===== src/hdl/bfr_pkg.sv =====
// Package with shared constants and types of the frame receiver.
`timescale 1ns / 1ps

package bfr_pkg;

  // Longest frame, counted after the sync pair, before it is cut off.
  localparam int MAX_FRAME_BYTES = 512;
  localparam int CNT_W           = $clog2(MAX_FRAME_BYTES + 1);

  localparam logic [7:0]  SYNC_FIRST   = 8'h37;
  localparam logic [7:0]  SYNC_SECOND  = 8'h45;
  localparam logic [7:0]  END_BYTE     = 8'h0d;
  localparam logic [7:0]  NIBBLE_MASK  = 8'h0f;
  localparam logic [15:0] LEN_OVERHEAD = 16'd9;
  localparam logic [15:0] LEN_UNKNOWN  = 16'hffff;
  localparam logic [15:0] IDLE_TO_RST  = 16'd500;
  localparam logic [15:0] FRAME_TO_RST = 16'd700;

  // Position of the byte that completes the length field.
  localparam logic [CNT_W-1:0] LEN_DONE_COUNT = CNT_W'(6);
  localparam logic [CNT_W-1:0] LEN_HI_INDEX   = CNT_W'(4);
  localparam logic [CNT_W-1:0] HEADER_BYTES   = CNT_W'(6);

  typedef enum logic [1:0] {
    OP_ARM  = 2'd0,
    OP_BYTE = 2'd1,
    OP_TICK = 2'd2,
    OP_NONE = 2'd3
  } op_t;

  typedef enum logic [0:0] {
    REG_IDLE_TIMEOUT  = 1'b0,
    REG_FRAME_TIMEOUT = 1'b1
  } reg_idx_t;

  typedef enum logic [2:0] {
    ST_OK            = 3'd0,
    ST_BAD_END       = 3'd1,
    ST_BAD_CHECKSUM  = 3'd2,
    ST_TOO_LONG      = 3'd3,
    ST_IDLE_TIMEOUT  = 3'd4,
    ST_FRAME_TIMEOUT = 3'd5
  } status_t;

  typedef enum logic [3:0] {
    PH_IDLE  = 4'b0001,
    PH_HUNT1 = 4'b0010,
    PH_HUNT2 = 4'b0100,
    PH_FRAME = 4'b1000
  } phase_t;

  // One result as it travels through the output register and skid stage.
  typedef struct packed {
    logic       byte_valid;
    logic [7:0] data_byte;
    logic [8:0] byte_index;
    logic       frame_done;
    status_t    status;
  } result_t;

endpackage


===== src/hdl/bms_frame_receiver.sv =====
// Top level of the serial reply frame receiver with sync hunt, checksum and timeouts.
`timescale 1ns / 1ps

// Usage
// The input channel (in_*) carries one request per cycle while in_tready is high: in_tuser
// selects arm, received byte or one millisecond tick, and in_tdata holds the byte. An arm
// request clears the timer and the byte count and starts the hunt for the sync
// pair 0x37 0x45. Every byte after the sync pair leaves on the output channel
// (out_*) with its index; out_tlast marks the request that ends the reception,
// and its status field tells why. A timeout produces a request with out_tuser 0.
// The configuration port sets the idle and frame timeouts in milliseconds and
// must only be written while the block is idle.
// The result of an accepted input request is registered in the output register, or
// in the skid register while the output stalls. Throughput is one input request per
// cycle while in_tready is high; the state update for a byte is a single add, a few
// compares and a count, all done between the input handshake and the output register.
// When the receiver stalls, the output register holds its request and a skid
// register catches one more result; in_tready drops only while the skid
// register is full. Reset (rst_n low, synchronous) empties both registers,
// disarms the receiver and loads the timeouts with 500 and 700 ms.
module bms_frame_receiver (
  input  logic        clk,
  input  logic        rst_n,
  // Input channel.
  input  logic        in_tvalid,
  output logic        in_tready,
  input  logic [7:0]  in_tdata,   // [7:0] rx_byte
  input  logic [1:0]  in_tuser,   // [1:0] operation
  // Output channel.
  output logic        out_tvalid,
  input  logic        out_tready,
  output logic [23:0] out_tdata,  // [7:0] data_byte, [16:8] byte_index, [19:17] status,
                                  // [23:20] zero
  output logic        out_tuser,  // [0] byte_valid
  output logic        out_tlast,  // frame_done
  // Configuration write port.
  input  logic        cfg_we,
  input  logic [0:0]  cfg_addr,
  input  logic [15:0] cfg_wdata
);

  localparam int CW = bfr_pkg::CNT_W;

  // Timeout registers.
  logic [15:0] idle_timeout_r;
  logic [15:0] frame_timeout_r;

  // Reception state.
  bfr_pkg::phase_t phase_r, phase_nxt;
  logic [CW-1:0]   byte_count_r, byte_count_nxt;
  logic [15:0]     expected_len_r, expected_len_nxt;
  logic [15:0]     running_sum_r, running_sum_nxt;
  logic [15:0]     elapsed_r, elapsed_nxt;
  logic [3:0]      len_hi_r, len_hi_nxt;
  logic [7:0]      sum_hi_r, sum_hi_nxt;
  logic [7:0]      sum_lo_r, sum_lo_nxt;

  // Output register and skid stage.
  logic             out_valid_r;
  bfr_pkg::result_t out_res_r;
  logic             skid_valid_r;
  bfr_pkg::result_t skid_res_r;

  logic             in_fire;
  logic             out_fire;
  logic             res_vld;
  bfr_pkg::result_t res;

  bfr_pkg::op_t  op;
  logic [7:0]    rx_b;
  logic [15:0]   el_inc;
  logic [CW-1:0] cnt_inc;
  logic [16:0]   idx_p3;
  logic [16:0]   idx_p2;
  logic [16:0]   exp_ext;
  logic [15:0]   neg_sum;

  assign in_tready = !skid_valid_r;
  assign in_fire   = in_tvalid && in_tready;
  assign out_fire  = out_valid_r && out_tready;

  assign op   = bfr_pkg::op_t'(in_tuser);
  assign rx_b = in_tdata;

  assign el_inc  = (elapsed_r == 16'hffff) ? elapsed_r : elapsed_r + 16'd1;
  assign cnt_inc = byte_count_r + CW'(1);
  assign idx_p3  = 17'(byte_count_r) + 17'd3;
  assign idx_p2  = 17'(byte_count_r) + 17'd2;
  assign exp_ext = {1'b0, expected_len_r};
  assign neg_sum = 16'(~running_sum_r + 16'd1);

  // Next state and the result of the accepted request.
  always_comb begin
    phase_nxt        = phase_r;
    byte_count_nxt   = byte_count_r;
    expected_len_nxt = expected_len_r;
    running_sum_nxt  = running_sum_r;
    elapsed_nxt      = elapsed_r;
    len_hi_nxt       = len_hi_r;
    sum_hi_nxt       = sum_hi_r;
    sum_lo_nxt       = sum_lo_r;
    res_vld          = 1'b0;
    res              = '0;
    res.status       = bfr_pkg::ST_OK;

    if (in_fire) begin
      unique case (op)
        bfr_pkg::OP_ARM: begin
          phase_nxt        = bfr_pkg::PH_HUNT1;
          byte_count_nxt   = '0;
          expected_len_nxt = bfr_pkg::LEN_UNKNOWN;
          running_sum_nxt  = '0;
          elapsed_nxt      = '0;
          len_hi_nxt       = '0;
          sum_hi_nxt       = '0;
          sum_lo_nxt       = '0;
        end
        bfr_pkg::OP_TICK: begin
          if (phase_r != bfr_pkg::PH_IDLE) begin
            elapsed_nxt = el_inc;
            if (byte_count_r == '0 && el_inc > idle_timeout_r) begin
              phase_nxt      = bfr_pkg::PH_IDLE;
              res_vld        = 1'b1;
              res.frame_done = 1'b1;
              res.status     = bfr_pkg::ST_IDLE_TIMEOUT;
            end else if (byte_count_r != '0 && el_inc > frame_timeout_r) begin
              phase_nxt      = bfr_pkg::PH_IDLE;
              res_vld        = 1'b1;
              res.frame_done = 1'b1;
              res.status     = bfr_pkg::ST_FRAME_TIMEOUT;
            end
          end
        end
        bfr_pkg::OP_BYTE: begin
          unique case (phase_r)
            bfr_pkg::PH_IDLE: begin
            end
            bfr_pkg::PH_HUNT1: begin
              if (rx_b == bfr_pkg::SYNC_FIRST) begin
                phase_nxt = bfr_pkg::PH_HUNT2;
              end
            end
            bfr_pkg::PH_HUNT2: begin
              // A wrong second sync byte is ignored; the hunt stays here.
              if (rx_b == bfr_pkg::SYNC_SECOND) begin
                phase_nxt = bfr_pkg::PH_FRAME;
              end
            end
            bfr_pkg::PH_FRAME: begin
              // Header and data bytes go into the sum; the checksum pair and
              // the end byte do not.
              if (byte_count_r < bfr_pkg::HEADER_BYTES || idx_p3 < exp_ext) begin
                running_sum_nxt = running_sum_r + 16'(rx_b);
              end
              if (byte_count_r == bfr_pkg::LEN_HI_INDEX) begin
                len_hi_nxt = 4'(rx_b & bfr_pkg::NIBBLE_MASK);
              end
              if (byte_count_r >= bfr_pkg::HEADER_BYTES) begin
                if (idx_p3 == exp_ext) sum_hi_nxt = rx_b;
                if (idx_p2 == exp_ext) sum_lo_nxt = rx_b;
              end
              byte_count_nxt = cnt_inc;
              if (cnt_inc == bfr_pkg::LEN_DONE_COUNT) begin
                expected_len_nxt = bfr_pkg::LEN_OVERHEAD + {4'd0, len_hi_r, rx_b};
              end

              res_vld        = 1'b1;
              res.byte_valid = 1'b1;
              res.data_byte  = rx_b;
              res.byte_index = 9'(byte_count_r);
              if (16'(cnt_inc) == expected_len_nxt) begin
                res.frame_done = 1'b1;
                phase_nxt      = bfr_pkg::PH_IDLE;
                if (rx_b != bfr_pkg::END_BYTE) begin
                  res.status = bfr_pkg::ST_BAD_END;
                end else if (sum_hi_r != neg_sum[15:8] || sum_lo_r != neg_sum[7:0]) begin
                  res.status = bfr_pkg::ST_BAD_CHECKSUM;
                end
              end else if (32'(cnt_inc) >= 32'(bfr_pkg::MAX_FRAME_BYTES)) begin
                res.frame_done = 1'b1;
                res.status     = bfr_pkg::ST_TOO_LONG;
                phase_nxt      = bfr_pkg::PH_IDLE;
              end
            end
            default: begin
              phase_nxt = bfr_pkg::PH_IDLE;
            end
          endcase
        end
        default: begin
        end
      endcase
    end
  end

  // Configuration registers.
  always_ff @(posedge clk) begin
    if (!rst_n) begin
      idle_timeout_r  <= bfr_pkg::IDLE_TO_RST;
      frame_timeout_r <= bfr_pkg::FRAME_TO_RST;
    end else if (cfg_we) begin
      unique case (bfr_pkg::reg_idx_t'(cfg_addr))
        bfr_pkg::REG_IDLE_TIMEOUT:  idle_timeout_r  <= cfg_wdata;
        bfr_pkg::REG_FRAME_TIMEOUT: frame_timeout_r <= cfg_wdata;
        default: begin
        end
      endcase
    end
  end

  // Reception state registers.
  always_ff @(posedge clk) begin
    if (!rst_n) begin
      phase_r        <= bfr_pkg::PH_IDLE;
      byte_count_r   <= '0;
      expected_len_r <= bfr_pkg::LEN_UNKNOWN;
      running_sum_r  <= '0;
      elapsed_r      <= '0;
      len_hi_r       <= '0;
      sum_hi_r       <= '0;
      sum_lo_r       <= '0;
    end else begin
      phase_r        <= phase_nxt;
      byte_count_r   <= byte_count_nxt;
      expected_len_r <= expected_len_nxt;
      running_sum_r  <= running_sum_nxt;
      elapsed_r      <= elapsed_nxt;
      len_hi_r       <= len_hi_nxt;
      sum_hi_r       <= sum_hi_nxt;
      sum_lo_r       <= sum_lo_nxt;
    end
  end

  // Output register with a one-entry skid stage behind it.
  always_ff @(posedge clk) begin
    if (!rst_n) begin
      out_valid_r  <= 1'b0;
      skid_valid_r <= 1'b0;
    end else if (skid_valid_r) begin
      if (out_fire) begin
        out_valid_r  <= 1'b1;
        skid_valid_r <= 1'b0;
      end
    end else if (res_vld && out_valid_r && !out_tready) begin
      skid_valid_r <= 1'b1;
    end else if (res_vld) begin
      out_valid_r <= 1'b1;
    end else if (out_fire) begin
      out_valid_r <= 1'b0;
    end
  end

  always_ff @(posedge clk) begin
    if (skid_valid_r) begin
      if (out_fire) out_res_r <= skid_res_r;
    end else if (res_vld && out_valid_r && !out_tready) begin
      skid_res_r <= res;
    end else if (res_vld) begin
      out_res_r <= res;
    end
  end

  assign out_tvalid = out_valid_r;
  assign out_tdata  = {4'd0, out_res_r.status, out_res_r.byte_index, out_res_r.data_byte};
  assign out_tuser  = out_res_r.byte_valid;
  assign out_tlast  = out_res_r.frame_done;

  // The skid stage only fills behind a waiting output request.
  assert property (@(posedge clk) disable iff (!rst_n) skid_valid_r |-> out_valid_r)
    else $error("skid register full while output register is empty");

  assert property (@(posedge clk) disable iff (!rst_n)
    $rose(skid_valid_r) |-> $past(out_valid_r && !out_tready))
    else $error("skid register filled without an output stall");

  // A result that carries no byte can only be a timeout ending the reception.
  assert property (@(posedge clk) disable iff (!rst_n)
    (out_valid_r && !out_res_r.byte_valid) |->
      (out_res_r.frame_done && (out_res_r.status == bfr_pkg::ST_IDLE_TIMEOUT ||
                                out_res_r.status == bfr_pkg::ST_FRAME_TIMEOUT)))
    else $error("non-byte result that is not a timeout");

  // No frame byte is counted while the sync pair is still being hunted.
  assert property (@(posedge clk) disable iff (!rst_n)
    (phase_r == bfr_pkg::PH_HUNT1 || phase_r == bfr_pkg::PH_HUNT2) |-> byte_count_r == '0)
    else $error("byte count nonzero during sync hunt");

  assert property (@(posedge clk) disable iff (!rst_n)
    32'(byte_count_r) <= 32'(bfr_pkg::MAX_FRAME_BYTES))
    else $error("byte count beyond the frame limit");

endmodule

===== config.mk =====
export PLATFORM = sky130hd
export DESIGN_NAME = bms_frame_receiver
export DESIGN_NICKNAME = d
export VERILOG_FILES = /design/src/hdl/bfr_pkg.sv /design/src/hdl/bms_frame_receiver.sv
export SDC_FILE = /design/constraint.sdc
export NUM_CORES = 1
export LEC_CHECK = 0
export ABC_CLOCK_PERIOD_IN_PS = 6800
export BUFFER_PORTS_ARGS = -buffer_cell sky130_fd_sc_hd__clkbuf_2
export CAP_MARGIN = 10
export CORE_UTILIZATION = 64
export CTS_BUF_LIST = sky130_fd_sc_hd__clkbuf_8
export DETAILED_ROUTE_END_ITERATION = 8
export PLACE_DENSITY = 0.87
export SLEW_MARGIN = 20
export SYNTH_ARGS = -nofsm -noshare
export SYNTH_HDL_FRONTEND = slang
export SYNTH_SLANG_ARGS = --single-unit

===== constraint.sdc =====
create_clock -name clk -period 6.8 [get_ports clk]
set_clock_uncertainty 0.15 [all_clocks]
set_input_delay 1.36 -clock clk [delete_from_list [all_inputs] [get_ports clk]]
set_output_delay 1.36 -clock clk [all_outputs]
set_load 0.02 [all_outputs]

==> impl_metrics.ini, run 1 <==
[worst_setup_path]
timing.rr.end = out_tdata[4]$_DFFE_PP_
r2r_setup_slack_ns = 1.70
startpoint_type = register
critical_path.slowest_cell = a21oi_4
r2r-start = elapsed_r[4]$_SDFFE_PN0P_
crit_arrival_ns = 5.05
rr_worst_depth = 15
crit_top_cell = nand4_1
crit_path_cell_trace = and4_1, and3_1, and4_1, nand4_1, and3_1, nand4_1, xnor2_1, ha_1, nand4_1, or3_1, o221ai_1, o211ai_1, a21oi_1, nor2_1, a21oi_4
worstSetupStartpoint = elapsed_r[4]$_SDFFE_PN0P_
worstSetupPathType = reg -> reg
cp_max_fo = 22
critical_path.max_stage_delay_ns = 0.61
end_kind = register
critPathRequiredTime_ns = 6.75

[synthesis]
synth_common_cells = 136 x nand2_1, 116 x dfxtp_1, 65 x ha_1, 62 x inv_1, 52 x nor2_1
async_reset_ff_share_pct = 0
syn-cell-area_sq_um = 9991
synth_most_common_cell = nand2_1
synth_area_leaders = dfxtp_1 23%, edfxtp_1 13%, ha_1 8.1%
synth_top_area_cell = dfxtp_1
ys.warnings.count = 0
synth_edf_count = 44
synth_cell_types = 82
synth_ff_type = dfxtp_1
syn_area_per_cell_sq_um = 8.703
ys_seq_area_share_pct = 36.47
synth_seq_cells = 160
synth_top_area_share_pct = 23.24
synthCells = 1148

[flow_run]
maxCapViolations = 0

[place]
postPlaceCellArea_sq_um = 10290
hpwl_mm = 17.13
placedCellCount = 1337
numPortBuffers = 55
gp_congestion = 0.9269

[clocking]
hold_buffers = 0
cts_sinks = 160
cts_tree = built
cts_buffer_depth = 2
clk-insertion-delay-late_ns = 0.47
htreeDepth = 4
post-cts-setup-buffer-count = 0
cts_resized = 0
cts_root_buf = clkbuf_8
clk_pin_slew_worst_paths_ns = 0.09
cts_buffers = 17

[timing]
drv_slew = 0
hold-worst-slack_ns = 0.2996
min_period_ns = 5.097
finalSetupTns_ns = 0
fmax_ghz = 0.1962
finalHoldViolCount = 0
period_share_pct = 74.96
relSlewSlack_pct = 27.26
rsz0062_at_grt = no
tightest_slew_ns = 1.087
setup_violations = 0

[finish]
antenna_cells = 0
area_growth_pct = 6.888
finalNonFillerCells = 1369
drive_gt1_share_pct = 10.50
fin_nets = 1266
fin_area_sq_um = 10680

[grt]
grt_pass1_vias = 7944
overflow = 0
grt_start_max_net_pins = 96
grt_pass1_wl_mm = 38.64
grt_usage_pct = 30.21
antenna_found_initial = 0

[hold_path]
hold_path_startpoint = expected_len_r[13]$_SDFFE_PN1P_
min_path_cells = 2
hold_path_class = reg -> reg
whs_endpoint = expected_len_r[13]$_SDFFE_PN1P_

[drt]
wl_mm = 23.75
drt_iter0_markers = 661
drc = 0
firstDrtPassIters = 5
final_antenna_net_count = 0
avgRoutedWirePerCell_um = 17.35
routed_via_density = 6.100
via_count = 8351

[power]
leakage_nw = 4.691
ir_worst_vdd_mv = 0.1268
p_per_area_nw_per_um2 = 170.2

[floorplanning]
boundaryPins = 60
die_h_um = 126.9
die_w_um = 126.9
start_util_pct = 65.72
coreArea_sq_um = 15200
rows = 45
dieArea_sq_um = 16110

[outcome]
status = finished, final reports clean
kinds of logic (layout without fill, tap and decap cells):
logic type | after synthesis | count (layout) | synth area share (%)
other | 1 | 4 | 0.03753
xor gates and xnor gates | 76 | 76 | 6.888
adders and majority gates | 66 | 66 | 8.341
and+or+nand+nor | 433 | 433 | 22.43
DFF | 160 | 160 | 36.47
AOI/OAI and AO/OA | 260 | 260 | 18.07
buffers and inverters | 127 | 157 | 5.235
muxes | 25 | 25 | 2.530
registers in the layout, summed over array words and instances (netlist names), 8 cells and up:
| name | count |
|---|---|
| expected_len_r | 16 |
| skid_res_r | 22 |
| sum_lo_r | 8 |
| frame_timeout_r | 16 |
| out_tdata | 20 |
| idle_timeout_r | 16 |
| sum_hi_r | 8 |
| elapsed_r | 16 |
| running_sum_r | 16 |
| byte_count_r | 10 |
placed cells by master (no fill, tap or decap), drive strengths merged, types with 4 or more instances in the layout:
cell type  Yosys  routed
nand4         25      25
or3            4       4
o21bai         4       4
a21oi         52      52
nand2b         7       7
ha            65      65
a31oi          5       5
dfxtp        116     116
o31ai          6       6
nor4          11      11
edfxtp        44      44
a22oi         10      10
conb           1       4
and4           5       5
buf           18       7
inv           63      73
clkbuf        46      72
xnor2         48      48
and3          10      10
or4            7       7
a31o           5       5
nand3         36      36
nor2b         48      48
a211oi         9       9
o211ai        32      32
mux2i         23      23
nor3          35      35
a21boi        31      31
o21a          11      11
o21ai         31      31
and2          38      38
xor2          28      28
nand2        138     138
nor2          55      55
a21o          42      42
per-stage QoR:
| stage | total power, mW | util, % | setup WS, ns |
|---|---|---|---|
| after global placement | 1.152 | 67.64 | 1.770 |
| final | 1.818 | 70.25 | 1.703 |
| after floorplan | 1.113 | - | 1.280 |
| after global routing | 1.879 | 70.25 | 1.474 |
| after detailed placement | 1.157 | 67.69 | 1.626 |
| after CTS | 1.818 | 70.20 | 1.550 |
report_power, final:
group / internal, mW / total, mW / leakage (nW) / switching (mW)
logic: 0.0549 / 0.147 / 3.19 / 0.0925
clock network: 0.272 / 0.679 / 0.190 / 0.406
registers: 0.984 / 0.991 / 1.31 / 0.00693
total: 1.31 / 1.82 / 4.69 / 0.506
worst max-delay path by stage:
stage,end,slack [ns],depth (start not counted)
2_1_floorplan,skid_res_r[0]$_DFFE_PP_,1.28,16
3_3_place_gp,out_tuser$_DFFE_PP_,1.77,15
3_5_place_dp,out_tdata[4]$_DFFE_PP_,1.63,15
4_1_cts,out_tdata[4]$_DFFE_PP_,1.55,15
5_1_grt,out_tdata[4]$_DFFE_PP_,1.47,15
6_report,out_tdata[4]$_DFFE_PP_,1.70,15
worst max-delay path: cells and delay by family (launching register included):
kind / cells / cell delay (ns)
flip-flops: 1 / 0.44
adder cells (fa/ha/maj): 1 / 0.30
AND/OR/NAND/NOR: 9 / 2.34
XOR/XNOR: 1 / 0.11
AO/OA/AOI/OAI: 4 / 1.37
area by class of cell:
class	instances	area (sq um)
Multi-Input combinational cell	864	5852
Fill cell	1192	4523
Sequential cell	160	3643
Timing Repair Buffer	62	327.8
Inverter	63	239.0
Tap cell	188	235.2
Clock buffer	17	234.0
Clock inverter	15	147.6
per-layer routing:
metal	track usage (%)	up-vias	share of wire, %
met5	0	-	0
met4	10.64	0	2.3
met3	5.525	48	4.5
met2	51.26	240	48
met1	38.54	3969	45
li1	-	4094	-
(Power assumes the default switching activity.)
==> inputs of run 2 (changes only) <==
--- a/config.mk
+++ b/config.mk
@@ -5,13 +5,13 @@
 export SDC_FILE = /design/constraint.sdc
 export NUM_CORES = 1
 export LEC_CHECK = 0
-export ABC_CLOCK_PERIOD_IN_PS = 6800
+export ABC_CLOCK_PERIOD_IN_PS = 4180
 export BUFFER_PORTS_ARGS = -buffer_cell sky130_fd_sc_hd__clkbuf_2
 export CAP_MARGIN = 10
-export CORE_UTILIZATION = 64
+export CORE_UTILIZATION = 58
 export CTS_BUF_LIST = sky130_fd_sc_hd__clkbuf_8
 export DETAILED_ROUTE_END_ITERATION = 8
-export PLACE_DENSITY = 0.87
+export PLACE_DENSITY = 0.84
 export SLEW_MARGIN = 20
 export SYNTH_ARGS = -nofsm -noshare
 export SYNTH_HDL_FRONTEND = slang
==> constraint.sdc (replaced) <==
create_clock -name clk -period 4.18 [get_ports clk]
set_clock_uncertainty 0.15 [all_clocks]
set_input_delay 0.836 -clock clk [delete_from_list [all_inputs] [get_ports clk]]
set_output_delay 0.836 -clock clk [all_outputs]
set_load 0.02 [all_outputs]
==> run 2 against run 1 <==
Net effect:
- the run now ends with setup timing left
- first-iteration DRC count rose by 7.1%
- final area rose by 5.0%
- wire length rose by 4.9%
- largest power group unchanged
- setup slack got worse by 1.8 ns
- combinational power rose by 69%
- critical path type unchanged
- die area rose by 10%
- critical path depth rose by 2
- total power rose by 67%
- highest routed layer unchanged
==> impl_metrics.ini, run 2 (synthesis results as in run 1) <==
[worst_setup_path]
r2r_setup_slack_ns = -0.15
critical_path.slowest_cell = or3_4
startpoint_type = register
r2r-start = elapsed_r[7]$_SDFFE_PN0P_
rr_worst_depth = 17
crit_arrival_ns = 4.36
timing.rr.end = skid_res_r[17]$_DFFE_PP_
critPathCapture = skid_res_r[17]$_DFFE_PP_
cp_max_fo = 6
critical_path.max_stage_delay_ns = 0.42
crit_path_cell_trace = and4_4, and3_4, and4_4, nand4_1, and3_4, nand4_1, xnor2_2, ha_1, nand4_1, or3_4, o221ai_2, o211ai_1, a21oi_2, buf_6, o21ai_4, nor3_4, clkbuf_16
critPathRequiredTime_ns = 4.21
worstSetupStartpoint = elapsed_r[7]$_SDFFE_PN0P_
crit_top_cell = nand4_1
end_kind = register
worstSetupPathType = reg -> reg

[drt]
drt_iter0_markers = 708
final_antenna_net_count = 0
avgRoutedWirePerCell_um = 17.25
drc = 0
routed_via_density = 5.992
via_count = 8653
wl_mm = 24.92
firstDrtPassIters = 5

[timing]
worst_slack_ns = -0.1455
finalHoldViolCount = 0
relSlewSlack_pct = 44.25
fmax_ghz = 0.2312
period_share_pct = 103.5
rsz0062_at_grt = yes
min_period_ns = 4.325
tightest_slew_ns = 0.8362
setup_violations = 25
finalSetupTns_ns = -2.625
drv_slew = 0

[power]
p_per_area_nw_per_um2 = 271.2
leakage_nw = 4.945
ir_worst_vdd_mv = 0.3027

[finish]
final_cell_mix = 136 x nand2_1, 112 x dfxtp_1, 65 x ha_1, 63 x inv_1, 55 x clkbuf_2
largest_register = skid_res_r
largest_reg_flops = 22
final_common_cell = nand2_1
utilization_pct = 67.15
drive_gt1_share_pct = 15.36
area_growth_pct = 12.25
n_fill_cell = 1363
antenna_cells = 0
fin_nets = 1309

[outcome]
failed_checks = setup timing
status = finished with violations

[floorplanning]
start_util_pct = 59.82
die_w_um = 133.2
dieArea_sq_um = 17750
die_h_um = 133.2
boundaryPins = 60
coreArea_sq_um = 16700
rows = 47

[grt]
overflow = 0
grt_start_max_net_pins = 88
grt_pass1_wl_mm = 40.88
grt_pass1_vias = 8198
grt_usage_pct = 28.70
antenna_found_initial = 0

[flow_run]
maxCapViolations = 0

[clocking]
cts_root_buf = clkbuf_8
cts_buffers = 17
htreeDepth = 4
cts_tree = built
clk_pin_slew_worst_paths_ns = 0.09
clk-insertion-delay-late_ns = 0.46
cts_buffer_depth = 2
hold_buffers = 0
cts_sinks = 160

[place]
gp_congestion = 0.9899
numPortBuffers = 55
hpwl_mm = 18.12

[hold_path]
min_path_cells = 2
hold_path_class = reg -> reg
-- run 2: cell types whose count changed in the layout (fill, tap and decap cells not counted), moves of 3 or more --
| cell | before | now |
|---|---|---|
| nand3_1 | 35 | 32 |
| and3_4 | 0 | 3 |
| dfxtp_1 | 116 | 112 |
| xnor2_1 | 47 | 44 |
| buf_4 | 7 | 45 |
| xnor2_2 | 1 | 4 |
| dfxtp_2 | 0 | 3 |
| nand3_2 | 1 | 4 |
| inv_8 | 5 | 1 |
| and3_1 | 10 | 7 |
-- run 2: worst min path at each step --
| stage | startpoint | slack (ns) | endpoint |
|---|---|---|---|
| 2_1_floorplan | expected_len_r[14]$_SDFFE_PN1P_ | 0.27 | expected_len_r[14]$_SDFFE_PN1P_ |
| 3_3_place_gp | expected_len_r[14]$_SDFFE_PN1P_ | 0.28 | expected_len_r[14]$_SDFFE_PN1P_ |
| 3_5_place_dp | expected_len_r[14]$_SDFFE_PN1P_ | 0.29 | expected_len_r[14]$_SDFFE_PN1P_ |
| 4_1_cts | expected_len_r[14]$_SDFFE_PN1P_ | 0.30 | expected_len_r[14]$_SDFFE_PN1P_ |
| 5_1_grt | expected_len_r[13]$_SDFFE_PN1P_ | 0.32 | expected_len_r[13]$_SDFFE_PN1P_ |
| 6_report | expected_len_r[14]$_SDFFE_PN1P_ | 0.30 | expected_len_r[14]$_SDFFE_PN1P_ |
-- run 2: critical path: cells and delay by family (launching register included) --
family | cells | cell delay, ns
buffers and inverters | 2 | 0.37
DFF | 1 | 0.37
adders and majority gates | 1 | 0.30
AOI/OAI and AO/OA | 4 | 0.70
and+or+nand+nor | 9 | 2.04
xor gates and xnor gates | 1 | 0.10
-- run 2: power by group --
part           switching, mW  internal [mW]
combinational          0.155         0.0940
clock                  0.625          0.556
sequential            0.0112           1.60
total                  0.791           2.25
-- run 2: what timing repair did --
action                                  4_1_cts  5_1_grt
resized for setup                             4       17
pin swaps                                     1       12
endpoints found under the setup margin       44       49
buffers inserted                              0        6
gates cloned                                  1        2
-- run 2: cell type report --
cell class | instances | area [sq um] | area share [%]
clock inverters | 14 | 153.9 | 1.372
well taps | 220 | 275.3 | 2.455
inverters | 63 | 239.0 | 2.131
repair buffers | 104 | 680.7 | 6.069
multi-input cells | 865 | 5967 | 53.21
flip-flops and latches | 160 | 3651 | 32.56
clock buffers | 18 | 247.7 | 2.209
-- run 2: metrics by stage --
stage	area, sq um	setup WS (ns)	hold slack, ns	power (mW)	cells
2_1_floorplan	10060	-0.1378	0.2724	1.811	1151
3_3_place_gp	10630	0.06200	0.2814	1.882	1403
3_5_place_dp	10630	-0.09886	0.2858	1.888	1403
4_1_cts	11060	0.002435	0.2991	3.037	1436
5_1_grt	11210	-0.2518	0.3158	3.147	1444
6_report	11210	-0.1455	0.2975	3.041	1444
-- run 2: metal layers --
metal | wire length [um] | track usage, %
met1 | 11050 | 39.30
met2 | 11660 | 45.49
met3 | 1565 | 4.718
met4 | 638 | 10.86
met5 | 0 | 0
==> inputs of run 3 (changes only) <==
--- a/config.mk
+++ b/config.mk
@@ -7,11 +7,11 @@
 export LEC_CHECK = 0
 export ABC_CLOCK_PERIOD_IN_PS = 4180
 export BUFFER_PORTS_ARGS = -buffer_cell sky130_fd_sc_hd__clkbuf_2
-export CAP_MARGIN = 10
+export CAP_MARGIN = 20
 export CORE_UTILIZATION = 58
 export CTS_BUF_LIST = sky130_fd_sc_hd__clkbuf_8
 export DETAILED_ROUTE_END_ITERATION = 8
-export PLACE_DENSITY = 0.84
+export PLACE_DENSITY = 0.8
 export SLEW_MARGIN = 20
 export SYNTH_ARGS = -nofsm -noshare
 export SYNTH_HDL_FRONTEND = slang
==> run 3 against run 2 <==
Net effect:
- the run now ends clean
- via count is 0.46% lower
- critical path depth is 2 higher
- flip-flop and latch count stayed put
- critical path type unchanged
==> impl_metrics.ini, run 3 (synthesis results as in run 1) <==
[worst_setup_path]
cp_max_fo = 6
crit_arrival_ns = 4.18
rr_worst_depth = 19
critPathRequiredTime_ns = 4.28
worstSetupPathType = reg -> reg
startpoint_type = register
r2r-start = elapsed_r[5]$_SDFFE_PN0P_
timing.rr.end = skid_res_r[20]$_DFFE_PP_
end_kind = register
r2r_setup_slack_ns = 0.11

[place]
gp_congestion = 0.9492
numPortBuffers = 55
postPlaceCellArea_sq_um = 10620
post-place-ws_ns = -0.06322
hpwl_mm = 17.94

[clocking]
cts_root_buf = clkbuf_8
cts_sinks = 160
cts_buffer_depth = 2
cts_tree = built
clk-insertion-delay-late_ns = 0.47
cts_buffers = 17
htreeDepth = 4
clk_pin_slew_worst_paths_ns = 0.10

[finish]
fin_area_sq_um = 11170
area_growth_pct = 11.83
antenna_cells = 0
largest_reg_flops = 22
largest_register = skid_res_r
fin_nets = 1308
final_cell_mix = 135 x nand2_1, 112 x dfxtp_1, 65 x ha_1, 63 x inv_1, 55 x clkbuf_2
drive_gt1_share_pct = 15.13
final_common_cell = nand2_1

[drt]
final_antenna_net_count = 0
wl_mm = 24.46
drt_iter0_markers = 745
routed_via_density = 5.969
avgRoutedWirePerCell_um = 16.95
via_count = 8613
firstDrtPassIters = 7
drc = 0

[hold_path]
hold_path_startpoint = expected_len_r[14]$_SDFFE_PN1P_
min_path_cells = 2
whs_endpoint = expected_len_r[14]$_SDFFE_PN1P_
hold_path_class = reg -> reg

[timing]
setup_violations = 0
hold-worst-slack_ns = 0.2974
min_period_ns = 4.072
worst_slack_ns = 0.1075
period_share_pct = 97.43
finalHoldViolCount = 0
tightest_slew_ns = 0.8333
relSlewSlack_pct = 44.31
fmax_ghz = 0.2456
drv_slew = 0

[power]
leakage_nw = 4.941
p_total_mw = 2.939
ir_worst_vdd_mv = 0.2252
p_per_area_nw_per_um2 = 263.0

[floorplanning]
rows = 47
start_util_pct = 59.82
die_w_um = 133.2
coreArea_sq_um = 16700
die_h_um = 133.2
boundaryPins = 60
dieArea_sq_um = 17750

[flow_run]
maxCapViolations = 0

[grt]
grt_start_max_net_pins = 95
grt_pass1_wl_mm = 39.64
overflow = 0
grt_usage_pct = 27.98
antenna_found_initial = 0
grt_pass1_vias = 7934

[outcome]
status = finished, final reports clean
## run 3: timing repair
action,4_1_cts,5_1_grt
resized for setup,3,15
setup endpoints to repair,44,50
pin swaps,2,7
endpoints found under the hold margin,0,0
hold buffers,0,0
setup buffers,3,6
gates cloned,0,3
## run 3: area by class of cell
type | count | area (sq um)
fillers | 1341 | 5528
well taps | 220 | 275.3
multi-input cells | 864 | 5938
inverters | 63 | 239.0
repair buffers | 104 | 706.9
clock buffers | 17 | 234.0
flip-flops and latches | 160 | 3651
clock inverters | 15 | 128.9
## run 3: worst max-delay path by stage
stage,from,end,slack (ns),depth (start not counted)
after global routing,elapsed_r[5]$_SDFFE_PN0P_,skid_res_r[7]$_DFFE_PP_,-0.03,17
after CTS,elapsed_r[6]$_SDFFE_PN0P_,skid_res_r[9]$_DFFE_PP_,0.03,16
final,elapsed_r[5]$_SDFFE_PN0P_,skid_res_r[20]$_DFFE_PP_,0.11,19
after global placement,elapsed_r[7]$_SDFFE_PN0P_,skid_res_r[14]$_DFFE_PP_,0.08,16
after detailed placement,elapsed_r[5]$_SDFFE_PN0P_,skid_res_r[14]$_DFFE_PP_,-0.06,16
after floorplan,elapsed_r[5]$_SDFFE_PN0P_,skid_res_r[0]$_DFFE_PP_,-0.14,16
## run 3: power breakdown
| group | total, mW | switching [mW] | internal (mW) |
|---|---|---|---|
| registers | 1.61 | 0.0116 | 1.60 |
| clock network | 1.08 | 0.648 | 0.429 |
| logic | 0.250 | 0.154 | 0.0954 |
| total | 2.94 | 0.814 | 2.13 |
## run 3: through the flow
step           util [%]  instances  TNS [ns]
2_1_floorplan         -       1151    -3.031
3_3_place_gp      63.56       1399         0
3_5_place_dp      63.56       1399    -2.542
4_1_cts           65.90       1434         0
5_1_grt           66.90       1443   -0.3426
6_report          66.90       1443         0
## run 3: routing by layer
metal / routed length, um / GRT usage, %
met1: 11010 / 38.26
met4: 577 / 11.49
met5: 0 / 0
met2: 11360 / 44.59
met3: 1518 / 3.805
## run 3: worst max-delay path, stage by stage (launching register included)
cell	delay, ns
dfxtp_4	0.37
and4_4	0.24
and3_1	0.16
and4_4	0.25
nand4_1	0.15
buf_4	0.18
buf_4	0.15
mux2_2	0.31
ha_1	0.30
nor2b_1	0.13
o21ai_0	0.14
nand2b_1	0.08
a21oi_1	0.20
o221ai_2	0.11
o211ai_1	0.20
a21oi_4	0.13
o21ai_2	0.22
nor3_4	0.05
buf_4	0.17
clkbuf_16	0.16
